<file path="src/sv/gmts_ram.sv">
`timescale 1ns / 1ps
// generic single write, single read ram with registered read data
// no dependencies

module gmts_ram #(
  parameter int DATA_W = 1,
  parameter int DEPTH  = 16
) (
  input  logic                     clk,
  input  logic                     we,
  input  logic [$clog2(DEPTH)-1:0] waddr,
  input  logic [DATA_W-1:0]        wdata,
  input  logic [$clog2(DEPTH)-1:0] raddr,
  output logic [DATA_W-1:0]        rdata
);

  logic [DATA_W-1:0] mem [DEPTH];

  always_ff @(posedge clk) begin
    if (we) begin
      mem[waddr] <= wdata;
    end
    rdata <= mem[raddr];
  end

endmodule

</file>
<file path="config.mk">
export PLATFORM = sky130hd
export DESIGN_NAME = gmts_ram
export DESIGN_NICKNAME = d
export VERILOG_FILES = /design/src/sv/gmts_ram.sv
export SDC_FILE = /design/constraint.sdc
export NUM_CORES = 1
export LEC_CHECK = 0
export BUFFER_PORTS_ARGS = -buffer_cell sky130_fd_sc_hd__buf_2
export CORE_ASPECT_RATIO = 1.75
export CORE_UTILIZATION = 25
export DETAILED_ROUTE_END_ITERATION = 6
export HOLD_SLACK_MARGIN = 0.12
export SYNTH_ARGS = -nofsm -noshare
export SYNTH_HDL_FRONTEND = slang
export SYNTH_SLANG_ARGS = --single-unit
</file>
<file path="constraint.sdc">
create_clock -name clk -period 2 [get_ports clk]
set_input_delay 0.2 -clock clk [delete_from_list [all_inputs] [get_ports clk]]
set_output_delay 0.2 -clock clk [all_outputs]
set_load 0.05 [all_outputs]
</file>
==> impl_metrics.ini <==
[routing]
viasPerCell = 5.000
first_pass_iters = 4
wl_per_cell_um = 13.63
remaining_drc_errors = 0
antenna_left = 0
drtIter0Drc = 13
vias = 445
routed_wl_um = 1213

[worst_setup_path]
end_kind = flop
worstPathMaxFanout = 1
critPathLaunch = mem[5]$_DFFE_PP_
critPathLaunchType = flop
rrSetupSlack_ps = 790
worstPathRequired_ps = 2140
crit_type = reg2reg
timing.rr.start = mem[5]$_DFFE_PP_
arrival_ps = 1350

[global_route]
grt_max_degree = 17
grt_use_total_pct = 8.946
overflow = 0
grt_antenna_before_repair = 0
grt_pass1_wl_um = 1966
grt_pass1_vias = 448

[sta]
hold_viol = 0
period_needed_ps = 1206
finalCritPeriodShare_pct = 60.29
skew_ps = 2.209
maxSlewHeadroom_pct = 83.75
worst_hold_slack_ps = 142.3
tns_ps = 0
final_max_slew_viol_count = 0
worstMarginPinSlew_ps = 245.5
setup_viol = 0
maxClockFrequency_ghz = 0.8293
rsz0062_at_grt = no

[placement]
place.gp.congestion = 0.7079
portBuffers = 11
hpwl_um = 940.6

[synthesis]
syn_area_per_cell_um2 = 15.87
synthesis.area_um2 = 745.7
synth_top_area_share_pct = 64.43
synth_seq_cells = 17
synth_top_area_cell = edfxtp_1
ys_warn_count = 0
seq_area_frac_synth_pct = 67.11
syn-num-nets = 58
synth.area.top_cells = edfxtp_1 (64%), mux4_1 (14%), nor2_1 (6.0%)
synth.distinct_cells = 11
synthCells = 47

[clocking]
hold_buffers = 0
cts.path.max_buffers = 2
htree_num_levels = 1
cts.repair.resized = 0
cts_setup_buffers = 0
cts_tree = done
cts.clk_slew.worst_paths_ps = 70
cts.sinks = 17
clk-insertion-delay-late_ps = 250
root_buffer = clkbuf_8
cts_buffers = 3

[hold_path]
hold_path.class = in2reg
min_from = raddr[2]

[cells_and_area]
fillers = 281
area_delta_synth_final_pct = 18.12
drive_gt1_share_pct = 25.81
post-route-util_pct = 32.00
n_antenna_cell = 0
layout.nets = 74

[power_and_ir_drop]
p_per_area_nw_per_um2 = 812.2
power.leakage_uw = 0.0003137
ir_drop_uv = 299.8

[floorplan]
core_area_um2 = 2753
io_pins = 12
initial_utilization_pct = 27.09
die_width_um = 43.29
die_area_um2 = 3214
rows = 25
die_h_um = 74.25

[status]
outcome = finished, final reports clean

[run]
maxCapViolations = 0
[registers in the layout, indices dropped and copies added, names as in the netlist]
register  cells
rdata         1
mem          16
[metrics by stage]
step                      cells  worst slack [ps]  total power [uW]  instance area (um^2)
after global routing         89             704.4             737.0                 880.8
after detailed placement     85             695.5             469.4                 834.6
final                        89             794.1             715.4                 880.8
after floorplan              47             850.4             440.7                 745.7
after global placement       85             716.7             467.4                 834.6
after CTS                    89             761.1             720.9                 880.8
[critical path, stage by stage (launching register included)]
cell and delay [ps]:
edfxtp_1 370, mux4_1 510, mux2i_1 140, mux2i_1 80
[report_power, final]
group,internal (uW),total [uW],leakage (uW),switching (uW)
registers,398,400,0.000153,1.60
clock network,138,255,0.0000255,116
logic,24.6,61.2,0.000135,36.6
[final timing paths]
kind | end | depth (start not counted)
worst max-delay path | rdata$_DFF_P_ | 3
worst min-delay path | rdata$_DFF_P_ | 2
worst max register to register | rdata$_DFF_P_ | 3
worst min register to register | rdata$_DFF_P_ | 3
[placed cells by master, fill, tap and decap left out]
cell type	n
edfxtp_1	16
clkbuf_8	3
nand2b_1	2
clkinv_2	1
nand3_1	1
dfxtp_1	1
nand2_1	1
nand3b_1	2
nor3_1	4
or3b_2	1
mux2i_1	3
nor2_1	12
mux4_1	4
buf_2	11
[synth_stat cells (all sizes together)]
| library cell | count |
|---|---|
| mux2i | 3 |
| nand3 | 1 |
| nand2 | 1 |
| edfxtp | 16 |
| dfxtp | 1 |
| nor2 | 12 |
| mux4 | 4 |
| nor3 | 4 |
| nand2b | 2 |
| or3b | 1 |
| nand3b | 2 |
[per-layer routing]
metal	GRT usage [%]	wire, um	vias to the layer above	part of all wire [%]
li1	-	-	214	-
met1	7.656	400	206	33
met2	16.58	691	21	57
met3	2.427	85	4	7.0
met4	7.071	36	0	3.0
met5	0	0	-	0
[cell families (layout without fill, tap and decap cells)]
kind of cell           Yosys count  in the layout  synth area share [%]
DFF                             17             17                 67.11
buffers and inverters            0             15                     0
muxes                            7              7                 18.12
and+or+nand+nor                 23             23                 14.76
[area by class of cell]
type | instances | area [um^2] | share of cell area [%]
Clock inverter | 1 | 5.005 | 0.5682
Multi-Input combinational cell | 30 | 245.2 | 27.84
Tap cell | 27 | 33.78 | 3.835
Timing Repair Buffer | 11 | 55.05 | 6.250
Clock buffer | 3 | 41.29 | 4.687
Sequential cell | 17 | 500.5 | 56.82
Power figures use the tool's default switching activity.
