$ cat src/sv/gmts_pkg.sv
`timescale 1ns / 1ps
// shared types and constants for the grid maze trail solver
// no dependencies

package gmts_pkg;

  localparam int MAX_DIM = 128;
  localparam int COORD_W = $clog2(MAX_DIM);
  localparam int ADDR_W  = 2 * COORD_W;
  localparam int CELLS   = MAX_DIM * MAX_DIM;

  // trail marks
  localparam logic [1:0] MARK_NONE = 2'd0;
  localparam logic [1:0] MARK_ON   = 2'd1;
  localparam logic [1:0] MARK_OFF  = 2'd2;

  // item modes
  localparam logic [1:0] MODE_LOAD  = 2'd0;
  localparam logic [1:0] MODE_START = 2'd1;
  localparam logic [1:0] MODE_STEP  = 2'd2;
  localparam logic [1:0] MODE_MOVE  = 2'd3;

  // manual move directions
  localparam logic [1:0] DIR_UP    = 2'd0;
  localparam logic [1:0] DIR_DOWN  = 2'd1;
  localparam logic [1:0] DIR_LEFT  = 2'd2;
  localparam logic [1:0] DIR_RIGHT = 2'd3;

  // configuration register indexes
  localparam logic REG_GRID_WIDTH  = 1'b0;
  localparam logic REG_GRID_HEIGHT = 1'b1;

  // neighbour offsets, first four in solver search order
  typedef enum logic [2:0] {
    OFS_DOWN,
    OFS_RIGHT,
    OFS_LEFT,
    OFS_UP,
    OFS_STAY
  } ofs_t;

  typedef struct packed {
    logic [COORD_W-1:0] x;
    logic [COORD_W-1:0] y;
    logic               in_grid;
  } coord_res_t;

endpackage

$ cat src/sv/gmts_step_unit.sv
`timescale 1ns / 1ps
// shared neighbour unit: base coordinate plus offset, grid bounds check
// depends on gmts_pkg

module gmts_step_unit (
  input  logic [gmts_pkg::COORD_W-1:0] base_x,
  input  logic [gmts_pkg::COORD_W-1:0] base_y,
  input  gmts_pkg::ofs_t               ofs,
  input  logic [gmts_pkg::COORD_W-1:0] grid_width,
  input  logic [gmts_pkg::COORD_W-1:0] grid_height,
  output gmts_pkg::coord_res_t         res
);

  import gmts_pkg::*;

  logic [COORD_W:0] nx;
  logic [COORD_W:0] ny;

  always_comb begin
    nx = {1'b0, base_x};
    ny = {1'b0, base_y};
    case (ofs)
      OFS_DOWN:  ny = {1'b0, base_y} + (COORD_W+1)'(1);
      OFS_RIGHT: nx = {1'b0, base_x} + (COORD_W+1)'(1);
      OFS_LEFT:  nx = {1'b0, base_x} - (COORD_W+1)'(1);
      OFS_UP:    ny = {1'b0, base_y} - (COORD_W+1)'(1);
      default:   ;
    endcase
    // top bit set means below zero or past the store edge
    res.x       = nx[COORD_W-1:0];
    res.y       = ny[COORD_W-1:0];
    res.in_grid = !nx[COORD_W] && !ny[COORD_W] &&
                  (nx[COORD_W-1:0] < grid_width) && (ny[COORD_W-1:0] < grid_height);
  end

endmodule

$ cat config.mk
export PLATFORM = sky130hd
export DESIGN_NAME = gmts_step_unit
export DESIGN_NICKNAME = d
export VERILOG_FILES = /design/src/sv/gmts_pkg.sv /design/src/sv/gmts_step_unit.sv
export SDC_FILE = /design/constraint.sdc
export NUM_CORES = 1
export LEC_CHECK = 0
export ABC_AREA = 1
export BUFFER_PORTS_ARGS = -buffer_cell sky130_fd_sc_hd__buf_4
export CORE_AREA = 2 2 56 58
export DETAILED_ROUTE_END_ITERATION = 6
export DIE_AREA = 0 0 58 60
export MAX_ROUTING_LAYER = met4
export PLACE_DENSITY_LB_ADDON = 0.3
export SLEW_MARGIN = 10
export SYNTH_ARGS = -nofsm -noshare
export SYNTH_HDL_FRONTEND = slang
export SYNTH_SLANG_ARGS = --single-unit
$ cat constraint.sdc
create_clock -name vclk -period 4.6
set_clock_uncertainty 0.1 [all_clocks]
set_input_delay 0.46 -clock vclk [all_inputs]
set_output_delay 0.46 -clock vclk [all_outputs]
set_load 0.02 [all_outputs]
==> results of run 1 <==
## routing by layer
layer,GRT usage,vias up
met2,0.2857,28
li1,-,746
met3,0,0
met4,0.003322,0
met1,0.2374,609
met5,-,-
## how the worst max path moves through the flow
| stage | startpoint | end | slack [ns] | cells after the start |
|---|---|---|---|---|
| floorplan | ofs[0] | res[0] | 0.50 | 16 |
| global placement | ofs[2] | res[0] | 1.02 | 18 |
| detailed placement | ofs[2] | res[0] | 1.00 | 18 |
| CTS | ofs[0] | res[0] | 0.98 | 19 |
| global route | ofs[0] | res[0] | 0.68 | 19 |
| finish | ofs[0] | res[0] | 0.97 | 19 |
## Yosys cell counts
library cell / n
xor2_1: 4
nand2_1: 61
xnor2_1: 2
clkbuf_1: 1
a21oi_1: 13
nand3_2: 1
fa_1: 1
nand3_1: 22
mux2i_1: 1
nor2_1: 10
nor3_1: 1
inv_2: 5
inv_1: 35
ha_1: 19
a31oi_1: 1
nand2_2: 2
o41ai_1: 1
o22ai_1: 2
o21bai_4: 1
o21ai_0: 9
a41o_1: 1
nand4_1: 3
nor2_2: 3
a211oi_1: 1
## critical path, cell delays in order
cell and delay (ns):
buf_4 0.10, inv_2 0.05, nor3_1 0.16, buf_4 0.19, ha_1 0.29, nand3_1 0.10
nand3_1 0.10, nand2_1 0.07, nand2_1 0.05, a21oi_1 0.15, xor2_1 0.15, a21oi_1 0.10
ha_1 0.30, a21oi_1 0.16, nand2_1 0.07, a211oi_1 0.21, nand3_1 0.10, nor2_1 0.11
buf_4 0.14
## report_power, final
group          internal (uW)  switching (uW)  leakage (uW)  total, uW
Clock                      0               0             0          0
Sequential                 0               0             0          0
Combinational           77.8             102      0.000937        179
## final cells by class
type	count	area, sq um
Fill cell	327	1423
Inverter	40	150.1
Multi-Input combinational cell	159	935.9
Tap cell	33	41.29
Timing Repair Buffer	47	352.8
## logic make-up after synthesis
kind of cell / count (synthesis)
compound gates: 29
xor+xnor: 6
fa+ha+maj: 20
buf+inv: 41
mux: 1
simple gates: 103
## metrics by stage
stage	total power (uW)	utilization	setup slack (ns)
CTS	180.5	0.5099	0.9764
global placement	178.8	0.5099	1.019
floorplan	111.8	-	0.4965
detailed placement	179.5	0.5099	1.003
finish	179.5	0.5099	0.9672
global route	201.2	0.5099	0.6769
## cell usage in the layout (no fill, tap or decap)
master / count
a211oi_1: 1
a21oi_1: 13
a31oi_1: 1
a41o_1: 1
buf_4: 47
fa_1: 1
ha_1: 19
inv_1: 35
inv_2: 5
mux2i_1: 1
nand2_1: 61
nand2_2: 2
nand3_1: 22
nand3_2: 1
nand4_1: 3
nor2_1: 10
nor2_2: 3
nor3_1: 1
o21ai_0: 9
o21bai_4: 1
o22ai_1: 2
o41ai_1: 1
xnor2_1: 2
xor2_1: 4
==> results.py, run 1 <==
metrics = {
    "synth": {
        "synth_area_sq_um": 1090,
        "yosys_warnings": 0,
        "post-synth-top-area-fraction": 0.2181,
        "synthSimpleGateAreaFrac": 0.4053,
        "synth.area.top_cells": "ha_1 22%, nand2_1 21%, inv_1 12%",
        "synthAdderAreaFrac": 0.2365,
        "syn_avg_cell_area_sq_um": 5.449,
        "synth_nets": 251,
        "synth.mux.area_fraction": 0.009185,
        "ys_types": 24,
        "synth_xor_area_frac": 0.04822,
        "synth_top_family_by_area": "simple AND/OR/NAND/NOR gates",
        "yosysSeqAreaShare": 0,
        "synth_area_leader_cell": "ha_1",
        "synth_compound_area_frac": 0.1596,
        "syn_inst": 200,
    },
    "worst_setup_path": {
        "required_ns": 4.04,
        "criticalPathCategory": "input pin to output port",
        "arrival_ns": 3.07,
        "crit_path_start_kind": "input pin",
        "critical_path.endpoint_type": "output port",
        "cp_max_fo": 9,
    },
    "floorplanning": {
        "rows": 20,
        "initial_core_util": 0.3754,
        "dieArea_sq_um": 3480,
        "die_h_microns": 60,
        "die_x_microns": 58,
        "io_pins": 46,
        "core_sq_um": 2903,
    },
    "layout": {
        "drive_gt1_frac": 0.2398,
        "regArea_sq_um": 0,
        "layout.cells.non_filler": 279,
        "nNetsFinal": 299,
        "n_antenna_cell": 0,
        "syn_to_final_growth_pct": 35.82,
        "nFlopsAndLatches": 0,
        "stdcell_area_sq_um": 1480,
        "nClkBuffers": 0,
    },
    "placement": {
        "gp_congestion": 0.8978,
        "port_buffers": 46,
        "placedCellCount": 279,
        "dpl_cell_area_sq_um": 1480,
        "dp_hpwl_mm": 2.476,
    },
    "sta": {
        "rsz0062_at_grt": "no",
        "worst_pin_slew_ns": 0.3903,
        "hold_viol": 0,
        "finalCritPeriodShare": 0.7897,
        "fmax_ghz": 0.2753,
        "slew_violations": 0,
        "period_minus_slack_ns": 3.633,
        "hold_ws_ns": 1.171,
        "tns_ns": 0,
        "max-slew-margin-rel": 0.7364,
        "setup_viol": 0,
    },
    "run": {
        "cap_violations": 0,
    },
    "power": {
        "p_leak_uw": 0.0009370,
        "p_per_area_nw_per_um2": 121.3,
        "ir_drop_uv": 66.26,
    },
    "clock_tree": {
        "post_cts_buffers": 0,
        "hold_buffers": 0,
        "cts_resized": 0,
    },
    "routing": {
        "dr_wl_met3_microns": 126,
        "drt_pass1_iterations": 4,
        "wl_per_cell_microns": 10.29,
        "routed.top_layer": "met3",
        "drcViolationCount": 0,
        "vias_per_cell": 4.957,
        "wl_met1_mm": 1.382,
        "drt_iter0_drc": 27,
        "wl_met2_mm": 1.363,
        "ant_nets": 0,
        "routed_wl_mm": 2.871,
        "vias": 1383,
    },
    "global_routing": {
        "grt.overflow.total": 0,
        "grt_first_pass_wirelength_mm": 4.671,
        "antenna_found_initial": 0,
        "grt_usage": 0.1676,
        "grt_pass1_vias": 1119,
        "grt_max_degree": 13,
    },
    "run_status": {
        "outcome": "completed",
    },
    "worst_hold_path": {
        "min_path_type": "input pin to output port",
        "min_path_cells": 4,
        "hold_end": "res[1]",
        "hold_start": "base_y[0]",
    },
}
Note: power is estimated with default switching activity, not from simulation.
==> run 2: changes to the inputs <==
--- a/config.mk
+++ b/config.mk
@@ -5,11 +5,11 @@
 export SDC_FILE = /design/constraint.sdc
 export NUM_CORES = 1
 export LEC_CHECK = 0
-export ABC_AREA = 1
+export ABC_AREA = 0
 export BUFFER_PORTS_ARGS = -buffer_cell sky130_fd_sc_hd__buf_4
-export CORE_AREA = 2 2 56 58
+export CORE_AREA = 2 2 54 56
 export DETAILED_ROUTE_END_ITERATION = 6
-export DIE_AREA = 0 0 58 60
+export DIE_AREA = 0 0 56 58
 export MAX_ROUTING_LAYER = met4
 export PLACE_DENSITY_LB_ADDON = 0.3
 export SLEW_MARGIN = 10
==> constraint.sdc (replaced) <==
create_clock -name vclk -period 3.8
set_clock_uncertainty 0.1 [all_clocks]
set_input_delay 0.38 -clock vclk [all_inputs]
set_output_delay 0.38 -clock vclk [all_outputs]
set_load 0.02 [all_outputs]
==> run 2 against run 1 <==
Net effect: sequential share of layout area unchanged; die area fell by 6.7%; via count fell by 14%; power up 27%; worst setup slack lost 0.94 ns; cell area increased by 5.8%; non-clock buffer count grew 20; combinational power up 28%; final cell count down 16%; first-iteration DRC count decreased by 30%; critical path depth shrank 4; largest cell class unchanged; highest routed layer is now met4.
==> results.py, run 2 <==
metrics = {
    "synth": {
        "synth.area.top_cells": "ha_1 24%, xnor2_1 9.6%, inv_1 6.4%",
        "ys_types": 36,
        "synth.most_common_cell": "ha_1",
        "synth_nets": 193,
        "syn_avg_cell_area_sq_um": 7.049,
        "post-synth-top-area-fraction": 0.2375,
        "syn_inst": 142,
        "yosysSeqAreaShare": 0,
        "yosys_warnings": 0,
        "synth_area_sq_um": 1001,
        "synth_common_cells": "19 x ha_1, 17 x inv_1, 11 x nand2_1, 11 x xnor2_1, 10 x nor2_1",
        "synth_area_leader_cell": "ha_1",
    },
    "placement": {
        "port_buffers": 46,
        "dp_slack_ns": -0.1511,
        "placedCellCount": 234,
        "dp_hpwl_mm": 2.480,
        "gp_congestion": 0.8651,
    },
    "global_routing": {
        "grt_first_pass_wirelength_mm": 4.905,
        "grt_usage": 0.1831,
        "antenna_found_initial": 0,
        "grt_max_degree": 11,
        "grt.overflow.total": 0,
        "grt_pass1_vias": 1170,
    },
    "worst_setup_path": {
        "crit_path_start_kind": "input pin",
        "required_ns": 3.32,
        "critical_path.endpoint_type": "output port",
        "path_delay_family": "simple AND/OR/NAND/NOR gates",
        "path_depth": 15,
        "cp_slowest_cell": "or3b_4",
        "crit_chain": "buf_4, or3b_4, xnor2_1, ha_2, or3_4, nor4b_1, o21ai_1, xnor2_2, ha_1, nand4_1, o221ai_1, a221oi_2, o31ai_1, nor4_2, buf_4",
        "criticalPathCategory": "input pin to output port",
        "cp_max_fo": 2,
        "crit_buf_inv": 2,
        "setup.worst_path.start": "ofs[2]",
        "arrival_ns": 3.29,
        "cpPeakStageDelay_ns": 0.40,
        "crit_top_cell": "buf_4",
    },
    "sta": {
        "slew_violations": 0,
        "setup_viol": 0,
        "worst_pin_slew_ns": 0.4909,
        "finalCritPeriodShare": 0.9931,
        "hold_viol": 0,
        "tns_ns": 0,
        "fmax_ghz": 0.2650,
        "fin_ws_ns": 0.02628,
        "rsz0062_at_grt": "yes",
        "max-slew-margin-rel": 0.6720,
        "period_minus_slack_ns": 3.774,
    },
    "layout": {
        "nFlopsAndLatches": 0,
        "final_common_cell": "buf_4",
        "regArea_sq_um": 0,
        "fin_util": 0.5883,
        "fillers": 245,
        "syn_to_final_growth_pct": 56.50,
        "nNetsFinal": 256,
        "layout.cells.non_filler": 234,
        "final_cell_mix": "67 x buf_4, 18 x ha_1, 17 x inv_1",
        "drive_gt1_frac": 0.4039,
        "nClkBuffers": 0,
        "n_antenna_cell": 0,
    },
    "worst_hold_path": {
        "min_path_type": "input pin to output port",
        "hold_start": "base_x[5]",
        "min_path_cells": 3,
        "hold_end": "res[13]",
    },
    "routing": {
        "vias_per_cell": 5.103,
        "drcViolationCount": 0,
        "vias": 1194,
        "routed_wl_mm": 2.844,
        "drt_pass1_iterations": 4,
        "wl_per_cell_microns": 12.15,
        "ant_nets": 0,
        "drt_iter0_drc": 19,
    },
    "floorplanning": {
        "dieArea_sq_um": 3248,
        "io_pins": 46,
        "rows": 19,
        "die_h_microns": 58,
        "core_sq_um": 2663,
        "die_x_microns": 56,
        "initial_core_util": 0.3759,
    },
    "clock_tree": {
        "post_cts_buffers": 0,
        "hold_buffers": 0,
    },
    "run_status": {
        "outcome": "completed",
    },
    "power": {
        "p_leak_uw": 0.0008169,
        "p_per_area_nw_per_um2": 146.1,
        "ir_drop_uv": 96.65,
    },
    "run": {
        "cap_violations": 0,
    },
}
==> run 2: cell count changes after synthesis, sizes merged, moves of 3 or more <==
cell,previous run,this run
nand2,63,11
inv,40,17
nand3,23,4
a21oi,13,4
xnor2,2,11
a21o,0,6
nor3b,0,5
clkbuf,1,4
nor2,13,10
nor3,1,4
o211ai,0,3
o21ai,9,12
or3,0,3
==> run 2: per-layer routing <==
layer | part of all wire | up-vias | global-route usage
met5 | 0 | - | -
met4 | 0.0060 | 0 | 0.01701
met3 | 0.044 | 2 | 0.01339
met2 | 0.53 | 30 | 0.3462
met1 | 0.42 | 526 | 0.2209
li1 | - | 636 | -
==> run 2: cells by family after synthesis <==
| logic type | synth area share |
|---|---|
| AOI/OAI and AO/OA | 0.2187 |
| xor gates and xnor gates | 0.1138 |
| adders and majority gates | 0.2575 |
| buffers and inverters | 0.09499 |
| muxes | 0.02250 |
| and+or+nand+nor | 0.2925 |
==> run 2: power by group <==
group | internal, uW | switching, uW | total (uW)
registers | 0 | 0 | 0
clock network | 0 | 0 | 0
logic | 116 | 113 | 229
==> run 2: layout make-up <==
cell class | instances | area, sq um | share of cell area
Multi-Input combinational cell | 119 | 960.9 | 0.6134
Timing Repair Buffer | 67 | 503.0 | 0.3211
Inverter | 17 | 63.81 | 0.04073
Tap cell | 31 | 38.79 | 0.02476
==> run 2: worst max-delay path by stage <==
stage              to  slack (ns)
5_1_grt        res[0]       -0.14
3_5_place_dp   res[0]       -0.15
6_report       res[0]        0.03
2_1_floorplan  res[0]       -0.43
4_1_cts        res[0]       0.005
3_3_place_gp   res[0]       -0.11
==> run 2: tightest hold or removal path, stage by stage <==
cell,delay [ns]
buf_4,0.11
xnor2_1,0.09
buf_4,0.16
==> run 2: through the flow <==
step	total power [uW]	area, sq um	hold WS [ns]
detailed placement	225.5	1535	1.017
floorplan	124.5	1045	0.7680
global placement	217.0	1535	1.004
CTS	226.9	1540	1.021
finish	228.8	1567	1.015
global route	252.0	1567	1.039
==> run 2: timing repair <==
action | 4_1_cts | 5_1_grt
hold endpoints to repair | 0 | 0
resized for setup | 2 | 8
pin swaps | 5 | 0
endpoints found under the setup margin | 1 | 1
